===== config.mk =====
export PLATFORM = sky130hd
export DESIGN_NAME = humidity_temp_frame_decoder
export DESIGN_NICKNAME = d
export VERILOG_FILES = /design/src/hw/rtl/htfd_pkg.sv /design/src/hw/rtl/htfd_frame_acc.sv /design/src/hw/rtl/htfd_scale.sv /design/src/hw/rtl/humidity_temp_frame_decoder.sv
export SDC_FILE = /design/constraint.sdc
export NUM_CORES = 1
export LEC_CHECK = 0
export ABC_CLOCK_PERIOD_IN_PS = 14100
export BUFFER_PORTS_ARGS = -buffer_cell sky130_fd_sc_hd__buf_2
export CAP_MARGIN = 0
export CELL_PAD_IN_SITES_DETAIL_PLACEMENT = 1
export CELL_PAD_IN_SITES_GLOBAL_PLACEMENT = 1
export CORE_ASPECT_RATIO = 0.5
export CORE_MARGIN = 5
export CORE_UTILIZATION = 52
export DETAILED_ROUTE_END_ITERATION = 8
export GPL_TIMING_DRIVEN = 0
export PLACE_DENSITY = 0.91
export REMOVE_ABC_BUFFERS = 1
export SLEW_MARGIN = 20
export SYNTH_ARGS = -nofsm -noshare
export SYNTH_HDL_FRONTEND = slang
export SYNTH_SLANG_ARGS = --single-unit

===== constraint.sdc =====
create_clock -name clk -period 14.1 [get_ports clk]
set_input_delay 1.41 -clock clk [delete_from_list [all_inputs] [get_ports clk]]
set_output_delay 1.41 -clock clk [all_outputs]
set_load 0.1 [all_outputs]

===== src/hw/rtl/htfd_pkg.sv =====
// ----------------------------------------------------------------------------
// htfd_pkg
// Types, constants and the CRC-8 byte update shared by the frame decoder.
// ----------------------------------------------------------------------------
package htfd_pkg;

  localparam int BYTE_W    = 8;
  localparam int IDX_W     = 3;
  localparam int CRC_W     = 8;
  localparam int RAW_W     = 20;
  localparam int OFF_W     = 16;
  localparam int VAL_W     = 19;
  localparam int CFG_IDX_W = 8;
  localparam int OUT_PAD_W = 2;

  localparam logic [CRC_W-1:0] CRC_INIT = 8'hFF;
  localparam logic [CRC_W-1:0] CRC_POLY = 8'h31;

  // byte positions within a reply
  localparam logic [IDX_W-1:0] POS_HUM_HI   = 3'd1;
  localparam logic [IDX_W-1:0] POS_HUM_MID  = 3'd2;
  localparam logic [IDX_W-1:0] POS_SPLIT    = 3'd3;
  localparam logic [IDX_W-1:0] POS_TEMP_MID = 3'd4;
  localparam logic [IDX_W-1:0] POS_TEMP_LO  = 3'd5;
  localparam logic [IDX_W-1:0] POS_CHECK    = 3'd6;

  localparam logic [6:0]       HUM_SCALE  = 7'd100;
  localparam logic [7:0]       TEMP_SCALE = 8'd200;
  localparam logic [VAL_W-1:0] TEMP_BIAS  = 19'd51200;

  typedef enum logic [CFG_IDX_W-1:0] {
    REG_HUM_OFFSET  = 8'd0,
    REG_TEMP_OFFSET = 8'd1
  } cfg_reg_t;

  typedef struct packed {
    logic [IDX_W-1:0] idx;
    logic [CRC_W-1:0] crc;
    logic [RAW_W-1:0] hum_raw;
    logic [RAW_W-1:0] temp_raw;
  } frame_state_t;

  // msb-first crc-8 over one byte
  function automatic logic [CRC_W-1:0] crc8_byte(input logic [CRC_W-1:0] crc,
                                                 input logic [BYTE_W-1:0] data);
    logic [CRC_W-1:0] c;
    c = crc ^ data;
    for (int i = 0; i < BYTE_W; i++) begin
      if (c[CRC_W-1]) begin
        c = (c << 1) ^ CRC_POLY;
      end else begin
        c = c << 1;
      end
    end
    return c;
  endfunction

endpackage


===== src/hw/rtl/htfd_frame_acc.sv =====
// ----------------------------------------------------------------------------
// htfd_frame_acc
// Byte counter, running CRC and raw field capture for one sensor reply.
// ----------------------------------------------------------------------------
module htfd_frame_acc (
  input  logic                  clk,
  input  logic                  rst_n,
  input  logic                  accept,
  input  logic [7:0]            frame_byte,
  input  logic                  frame_start,
  output htfd_pkg::frame_state_t frame_st,
  output logic                  is_last
);
  import htfd_pkg::*;

  frame_state_t     st_r;
  frame_state_t     st_nxt;
  logic [IDX_W-1:0] idx;
  logic [CRC_W-1:0] crc_base;

  always_comb begin
    idx      = frame_start ? '0 : st_r.idx;
    crc_base = frame_start ? CRC_INIT : st_r.crc;
    // anything past the last data byte counts as the checksum position
    is_last  = (idx >= POS_CHECK);
  end

  always_comb begin
    st_nxt = st_r;
    if (accept) begin
      if (is_last) begin
        st_nxt.idx = '0;
        st_nxt.crc = CRC_INIT;
      end else begin
        st_nxt.idx = idx + 3'd1;
        st_nxt.crc = crc8_byte(crc_base, frame_byte);
        case (idx)
          POS_HUM_HI:   st_nxt.hum_raw[19:12] = frame_byte;
          POS_HUM_MID:  st_nxt.hum_raw[11:4]  = frame_byte;
          POS_SPLIT: begin
            st_nxt.hum_raw[3:0]    = frame_byte[7:4];
            st_nxt.temp_raw[19:16] = frame_byte[3:0];
          end
          POS_TEMP_MID: st_nxt.temp_raw[15:8] = frame_byte;
          POS_TEMP_LO:  st_nxt.temp_raw[7:0]  = frame_byte;
          default: ;
        endcase
      end
    end
  end

  always_ff @(posedge clk) begin
    if (!rst_n) begin
      st_r.idx      <= '0;
      st_r.crc      <= CRC_INIT;
      st_r.hum_raw  <= '0;
      st_r.temp_raw <= '0;
    end else begin
      st_r <= st_nxt;
    end
  end

  assign frame_st = st_r;

endmodule


===== src/hw/rtl/htfd_scale.sv =====
// ----------------------------------------------------------------------------
// htfd_scale
// Converts raw humidity and temperature to 1/1024 units and adds offsets.
// ----------------------------------------------------------------------------
module htfd_scale (
  input  logic        [19:0] hum_raw,
  input  logic        [19:0] temp_raw,
  input  logic signed [15:0] hum_offset,
  input  logic signed [15:0] temp_offset,
  output logic signed [18:0] humidity_value,
  output logic signed [18:0] temperature_value
);
  import htfd_pkg::*;

  logic [26:0]      hum_prod;
  logic [27:0]      temp_prod;
  logic [VAL_W-1:0] hum_off_ext;
  logic [VAL_W-1:0] temp_off_ext;
  logic [VAL_W-1:0] hum_sum;
  logic [VAL_W-1:0] temp_sum;

  always_comb begin
    hum_prod     = {7'd0, hum_raw} * {20'd0, HUM_SCALE};
    temp_prod    = {8'd0, temp_raw} * {20'd0, TEMP_SCALE};
    hum_off_ext  = {{(VAL_W-OFF_W){hum_offset[OFF_W-1]}}, hum_offset};
    temp_off_ext = {{(VAL_W-OFF_W){temp_offset[OFF_W-1]}}, temp_offset};
    // drop the ten fraction bits, then wrap to the result width
    hum_sum  = {2'b00, hum_prod[26:10]} + hum_off_ext;
    temp_sum = {1'b0, temp_prod[27:10]} - TEMP_BIAS + temp_off_ext;
  end

  assign humidity_value    = $signed(hum_sum);
  assign temperature_value = $signed(temp_sum);

endmodule


===== src/hw/rtl/humidity_temp_frame_decoder.sv =====
// A result item is presented in the cycle after its checksum byte is accepted.
// Throughput: one byte per cycle while no checksum byte is waiting on a held result;
// the raw*scale multiply with offset add sits between frame state and output register.
// A checksum byte waits only while a previous result is still held; other bytes never do.
// Reset (rst_n low, synchronous): byte count 0, crc 0xFF, raw fields and offsets 0,
// no result pending.
// ----------------------------------------------------------------------------
// humidity_temp_frame_decoder
// Decodes seven-byte humidity/temperature replies with crc-8 check.
// ----------------------------------------------------------------------------
module humidity_temp_frame_decoder (
  input  logic        clk,
  input  logic        rst_n,
  input  logic        in_tvalid,
  output logic        in_tready,
  input  logic [7:0]  in_tdata,   // [7:0] frame_byte
  input  logic        in_tuser,   // [0] frame_start
  output logic        out_tvalid,
  input  logic        out_tready,
  output logic [39:0] out_tdata,  // [18:0] humidity_value, [37:19] temperature_value
  output logic        out_tuser,  // [0] status
  input  logic        cfg_valid,
  output logic        cfg_ready,
  input  logic [htfd_pkg::CFG_IDX_W-1:0] cfg_index,
  input  logic [15:0] cfg_data
);
  import htfd_pkg::*;

  frame_state_t            frame_st;
  logic                    acc_last;
  logic                    in_fire;
  logic                    res_fire;
  logic signed [OFF_W-1:0] hum_off_r;
  logic signed [OFF_W-1:0] temp_off_r;
  logic signed [VAL_W-1:0] hum_val;
  logic signed [VAL_W-1:0] temp_val;
  logic                    out_valid_r;
  logic                    out_valid_nxt;
  logic [VAL_W-1:0]        out_hum_r;
  logic [VAL_W-1:0]        out_temp_r;
  logic                    out_status_r;

  assign in_tready = !acc_last || !out_valid_r || out_tready;
  assign in_fire   = in_tvalid && in_tready;
  assign res_fire  = in_fire && acc_last;
  assign cfg_ready = 1'b1;

  htfd_frame_acc u_acc (
    .clk         (clk),
    .rst_n       (rst_n),
    .accept      (in_fire),
    .frame_byte  (in_tdata),
    .frame_start (in_tuser),
    .frame_st    (frame_st),
    .is_last     (acc_last)
  );

  htfd_scale u_scale (
    .hum_raw           (frame_st.hum_raw),
    .temp_raw          (frame_st.temp_raw),
    .hum_offset        (hum_off_r),
    .temp_offset       (temp_off_r),
    .humidity_value    (hum_val),
    .temperature_value (temp_val)
  );

  always_ff @(posedge clk) begin
    if (!rst_n) begin
      hum_off_r  <= '0;
      temp_off_r <= '0;
    end else if (cfg_valid && cfg_ready) begin
      case (cfg_index)
        REG_HUM_OFFSET:  hum_off_r  <= $signed(cfg_data);
        REG_TEMP_OFFSET: temp_off_r <= $signed(cfg_data);
        default: ;
      endcase
    end
  end

  always_comb begin
    out_valid_nxt = out_valid_r;
    if (res_fire) begin
      out_valid_nxt = 1'b1;
    end else if (out_tready) begin
      out_valid_nxt = 1'b0;
    end
  end

  always_ff @(posedge clk) begin
    if (!rst_n) begin
      out_valid_r <= 1'b0;
    end else begin
      out_valid_r <= out_valid_nxt;
    end
  end

  always_ff @(posedge clk) begin
    if (res_fire) begin
      out_hum_r    <= hum_val;
      out_temp_r   <= temp_val;
      out_status_r <= (frame_st.crc != in_tdata);
    end
  end

  assign out_tvalid = out_valid_r;
  assign out_tdata  = {{OUT_PAD_W{1'b0}}, out_temp_r, out_hum_r};
  assign out_tuser  = out_status_r;

  // a checksum byte is never taken over a held result
  a_no_overwrite: assert property (@(posedge clk) disable iff (!rst_n)
    res_fire |-> (!out_valid_r || out_tready))
    else $error("result overwritten while held");

  // a result only appears after a checksum byte
  a_result_source: assert property (@(posedge clk) disable iff (!rst_n)
    !out_valid_r |=> (!out_valid_r || $past(res_fire)))
    else $error("result without checksum byte");

  // frame end restarts count and crc
  a_frame_restart: assert property (@(posedge clk) disable iff (!rst_n)
    res_fire |=> (frame_st.idx == '0 && frame_st.crc == CRC_INIT))
    else $error("frame state not restarted");

  // byte count stays within a reply
  a_idx_range: assert property (@(posedge clk) disable iff (!rst_n)
    frame_st.idx <= POS_CHECK)
    else $error("byte count out of range");

endmodule

# Word level (Yosys, flattened, before mapping)
# Index checks and enable logic that the tools add are counted.
# Widths: inputs -> output; s select.
[totals] reg_bits=123 out_inout_bits=44 input_bits=38
[op_classes] mul=2 n_bitwise=10 n_mux=27 eq_ne=7 n_lt_le_gt_ge=1 n_reduce_logical=15 addsub=4
[ops] operator="$mux 8" n=15
[ops] operator="$mul 20x5->25 const B" n=2
[ops] operator="$mux 6" n=8
[ops] operator="$not 3->3" n=8
[ops] operator="$add 18x16->19" n=1
[ops] operator="$add 19x19->19" n=1
[ops] operator="$sub 18x16->19 const B" n=1
[ops] operator="$reduce_and 3->1" n=5
[ops] operator="$mux 11" n=1
[ops] operator="$eq 8x1->1 const B" n=1
[ops] operator="$logic_not 8->1" n=1
[ops] operator="$ne 8x8->1" n=1
[ops] operator="$xor 8x8->8" n=1
[ops] operator="$eq 3x2->1 const B" n=2
[ops] operator="$eq 3x3->1 const B" n=2
[ops] operator="$reduce_and 2->1" n=2
[ops] operator="$add 3x1->3 const B" n=1
[ops] operator="$eq 3x1->1 const B" n=1
[ops] operator="$ge 3x3->1 const B" n=1
[ops] operator="$mux 3" n=1
[ops] operator="$logic_and 1x1->1" n=2
[ops] operator="$logic_not 1->1" n=2
[ops] operator="$logic_or 1x1->1" n=2
[ops] operator="$mux 1" n=2
[ops] operator="2 further kinds" n=2

# Longest topological paths before layout
[depth] ltp_word=34 mapped_depth=22 mapped_depth_nobuf=22

# Modules after synthesis
# From an unflattened synthesis, not the netlist that was laid out.
[unflattened] cells_unflattened=1159 hier_area_um2=10805.4
[by_module_without_submodules] mod="htfd_scale" instances=1 area_each_um2=5764.3 cells_each=734 seq_area_each_um2=0.0
[by_module_without_submodules] mod="humidity_temp_frame_decoder" instances=1 area_each_um2=2591.2 cells_each=187 seq_area_each_um2=1831.8
[by_module_without_submodules] mod="htfd_frame_acc" instances=1 area_each_um2=2449.8 cells_each=238 seq_area_each_um2=1021.0

# Worst setup path before layout
# No wires, ideal clock.
[synth_timing] path_kind="input port to flip-flop" startpoint="in in_tuser" endpoint="reg out_hum_r[0] (enable)" required_ps=13665 path_slack_ps=8665 path_stages=8 arrival_ps=5000 setup_ps=435 cell_sequence="clkbuf_1 nand2b_1 inv_1 ha_1 o21ai_1 or3_1 nand2_1 nor2_1"
[synth_between] elab_chain_len=7
[synth_rtl] item="start, declared" line="humidity_temp_frame_decoder.sv:17" rtl="input logic in_tuser,"
[synth_rtl] item="$mux 3" line="htfd_frame_acc.sv:22" rtl="idx = frame_start ? '0 : st_r.idx;"
[synth_rtl] item="$ge 3x3->1" line="htfd_frame_acc.sv:25" rtl="is_last = (idx >= POS_CHECK);"
[synth_rtl] item="$logic_not 1->1" line="humidity_temp_frame_decoder.sv:43" rtl="assign in_tready = !acc_last || !out_valid_r || out_tready;"
[synth_rtl] item="$logic_or 1x1->1 (2 in a row)" line="humidity_temp_frame_decoder.sv:43"
[synth_rtl] item="named net in_tready" line="humidity_temp_frame_decoder.sv:15" rtl="output logic in_tready,"
[synth_rtl] item="$logic_and 1x1->1" line="humidity_temp_frame_decoder.sv:44" rtl="assign in_fire = in_tvalid && in_tready;"
[synth_rtl] item="$logic_and 1x1->1" line="humidity_temp_frame_decoder.sv:45" rtl="assign res_fire = in_fire && acc_last;"
[synth_rtl] item="end signal, assigned" line="humidity_temp_frame_decoder.sv:99" rtl="out_hum_r <= hum_val;"
[synth_rtl] item="end, declared" line="humidity_temp_frame_decoder.sv:39" rtl="logic [VAL_W-1:0] out_hum_r;"
# The timed path passes the listed nets, and every way through them passes these cells.
# A chain may end at the register's enable or synchronous reset.

# Final worst setup path
[layout_timing] startpoint="reg u_acc.frame_st[7] (netlist name)" endpoint="reg out_temp_r[16], data pin"
[layout_between] elab_chain_len=3
[layout_rtl] item="$mul 20x5->25" line="htfd_scale.sv:24" rtl="temp_prod = {8'd0, temp_raw} * {20'd0, TEMP_SCALE};"
[layout_rtl] item="$sub 18x16->19" line="htfd_scale.sv:29" rtl="temp_sum = {1'b0, temp_prod[27:10]} - TEMP_BIAS + temp_off_ext;"
[layout_rtl] item="$add 19x19->19" line="htfd_scale.sv:29"
[layout_rtl] item="named net temp_val[16]" line="humidity_temp_frame_decoder.sv:36" rtl="logic signed [VAL_W-1:0] temp_val;"
[layout_rtl] item="end signal, assigned" line="humidity_temp_frame_decoder.sv:100" rtl="out_temp_r <= temp_val;"
[layout_rtl] item="end, declared" line="humidity_temp_frame_decoder.sv:40" rtl="logic [VAL_W-1:0] out_temp_r;"
# The timed path passes the listed nets, and every way through them passes these cells.

==> impl_results.md <==
- Fmax achieved: 0.162 GHz
- XOR/XNOR Fraction of Synth Area: 7.55%
- Least-Margin Pin Slew: 1090 ps
- Critical Path Max Stage Delay: 590 ps
- WP buf/inv: 2
- H-tree levels: 4
- RSZ-0062 raised after global routing: false
- Drt first pass iters: 4
- Fill cell count: 2220
- CP Capture Type: flop
- Leak: 0.00604 uW
- Flops & latches, synth: 123
- Share of flip-flops with an asynchronous set or reset: 0%
- Avg WL per Cell: 23.9 um
- Final nets: 1422
- Final setup viols: 0
- Post-CTS Hold Buffers: 0
- Final hold viol count: 0
- Post-Synth Simple-Gate Area: 11.9%
- TNS Setup: 0 ps
- Core Rows: 36
- Die area: 23100 um2
- Synthesized area per cell: 9.44 um2
- Top post-synthesis cells by area: ha_1, dfxtp_1, edfxtp_1
- Reg area: 2850 um2
- DRT Wirelength: 34700 um
- Total grt overflow: 0
- Io pins: 82
- CORE AREA: 19500 um2
- Final ANT Viol Nets: 0
- Vias in the first global route: 9859
- Mux share of post-synthesis cell area: 6.26%
- Period utilisation layout: 43.7%
- Startpoint Class: flop
- Via density: 6.03
- Root Buffer Master: clkbuf_16
- Post-CTS Setup Inserts: 0
- Vias post-DR: 8749
- Clk slew on worst S/H paths: 60 ps
- CP top delay family: compound AO/OA/AOI/OAI gates
- Footprint of the multi-input gates: 6820 um2
- Post-synthesis sequential area ratio: 27.5%
- Syn. warnings: 0
- Most used cell along the critical path: ha_1
- Antenna violations before repair: 0
- Worst slew margin: 26.9%
- Layout Skew: 15.8 ps
- Bufs on Longest Clock Path: 2
- Dpl cells: 1419
- Unique cell type count in the Yosys netlist: 70
- Minimum clock period after layout: 6170 ps
- Worst setup path class: reg2reg
- Area delta synth->final: 11.8%
- Run status: complete, no violations
- Synth Area in Compound Gates: 12.0%
- Share of cells above drive strength 1: 9.96%
- Clock latency on the worst-skew pair: 440 ps
- Syn Inst Count: 1101
- DR iter-0 viols: 520
- Total CTS buffers: 17
- DRC viols: 0
- TritonCTS clock tree: done
- Post-synth top flop: dfxtp_1
- CP max stage cell: o311ai_1
- Max Slew Vio Count: 0
- Adder-cell share of the synthesized area: 27.7%
- Crit path DAT: 6330 ps
- DP Wirelength: 23400 um
- Tightest Hold Check Type: reg2reg
- Largest net degree at the start of global routing: 57
- PD cells: 79.6 nW/um2
- All-layer global routing usage: 30.6%
- First-pass GRT wire length: 54200 um
- Num Clock Sinks: 123
- Largest family of logic cells by synthesized area: adder cells
- MaxCap Viol Count: 0
- Port Buffers: 78
- CTS resizes: 0
- Synth Cell Area: 10400 um2
- Number of flops mapped to enable cells by yosys: 39
- Yosys top cell by area: ha_1
- Final Non-Filler Cells: 1451
- GPL Wtd Cong: 0.834
- Die extent in y: 110 um
- Worst EP required: 14270 ps
- Initial Util: 53.1%
- Area share of the largest cell type after synthesis: 21.9%
- Worst Path Max Fanout: 5
- Die X-Extent: 210 um
- Worst Hold Margin: 527 ps
- Crit path cell chain: ha_1 > ha_1 > inv_1 > fa_1 > inv_1 > ha_1 > a211oi_2 > nand2_1 > o311ai_1 > a21oi_1 > o21a_1 > nor2_1 > xnor2_1 > ha_1 > ha_1 > a21o_1 > a21oi_1 > o22a_1 > a31oi_1 > o21a_1 > nor2_1 > xnor2_1
- Max IR drop VDD: 0.0000873 V
- Antenna fix cells: 0
state kept, by name, indices dropped and copies added (netlist names):
name	flops
out_tuser	1
out_hum_r	19
temp_off_r	16
out_tvalid	1
u_acc.frame_st	51
hum_off_r	16
out_temp_r	19
logic make-up after synthesis:
kind of cell,Yosys count
and+or+nand+nor,238
adders and majority gates,212
buffers and inverters,192
AOI/OAI and AO/OA,181
DFF,123
xor gates and xnor gates,88
muxes,65
other,2
layout by cell type (no fill, tap or decap), types with 3 or more instances in the layout:
cell        count
ha_1          182
inv_1         162
dfxtp_1        84
buf_2          78
nor2b_1        71
mux2i_1        65
xnor2_1        54
nand2_1        53
a21oi_1        47
nor2_1         40
edfxtp_1       39
xor2_1         33
fa_1           30
o21ai_0        22
nand3_1        21
a21o_1         17
clkbuf_16      17
nor3_1         14
o21a_1         14
a21boi_0       10
o22ai_1         9
o211ai_1        7
a211oi_1        7
nand2b_1        6
a31oi_1         5
a211o_1         5
and2_1          5
nor4_1          5
clkinvlp_4      5
o21ai_1         4
nand4_1         4
o221ai_1        4
a22oi_1         3
conb_1          3
clkinv_1        3
path summary, 6_finish.rpt:
| check | from | endpoint | slack, ps | cells after the start |
|---|---|---|---|---|
| setup / recovery | u_acc.frame_st[7] | out_temp_r[16] | 7930 | 22 |
| hold / removal | temp_off_r[11] | temp_off_r[11] | 530 | 2 |
| setup reg to reg | u_acc.frame_st[7] | out_temp_r[16] | 7930 | 22 |
| hold reg to reg | temp_off_r[11] | temp_off_r[11] | 530 | 2 |
power breakdown:
part	leakage [uW]	switching, uW	internal [uW]
combinational	0.00480	60.8	46.8
sequential	0.000985	9.62	371
clock	0.000257	178	257
worst reg2reg max path, delay by kind of cell, from the launching register on:
kind	cells	cell delay, ps
DFF	1	440
xor gates and xnor gates	2	250
buffers and inverters	2	150
adders and majority gates	6	2070
and+or+nand+nor	3	440
AOI/OAI and AO/OA	9	2540
Yosys cell counts (all sizes together) (3+ instances only):
cell type,instances
o221ai,4
nand3,21
and2,6
dfxtp,84
o22ai,9
xor2,33
nand2b,6
ha,182
o21a,14
a21oi,48
nand2,53
a21boi,12
o211ai,7
nor2b,71
clkbuf,24
nor2,42
edfxtp,39
o21ai,26
buf,6
nand4,4
fa,30
xnor2,54
a31oi,6
a211o,5
a22oi,3
mux2i,65
o22a,3
a21o,17
nor4,5
a211oi,8
inv,162
nor3,14
layout make-up:
type | count | area share [%]
multi-input cells | 787 | 58.7
clock inverters | 13 | 1.10
flip-flops and latches | 123 | 24.6
repair buffers | 81 | 3.80
clock buffers | 19 | 3.73
well taps | 266 | 2.87
inverters | 162 | 5.24
metrics by stage:
stage	cell area (um2)	power (uW)	utilization (%)	setup slack, ps
finish	11600	924	59.4	7930
detailed placement	11100	491	56.5	8370
CTS	11600	924	59.4	8030
floorplan	10300	459	-	8960
global route	11600	954	59.4	7730
global placement	11000	484	56.2	8250
layer usage:
layer | GRT usage, % | up-vias | share of wire [%]
li1 | - | 3908 | -
met1 | 33.4 | 4284 | 39
met2 | 56.3 | 388 | 50
met3 | 6.36 | 169 | 5.7
met4 | 17.6 | 0 | 5.8
met5 | 0 | - | 0
Note: power is estimated with default switching activity, not from simulation.
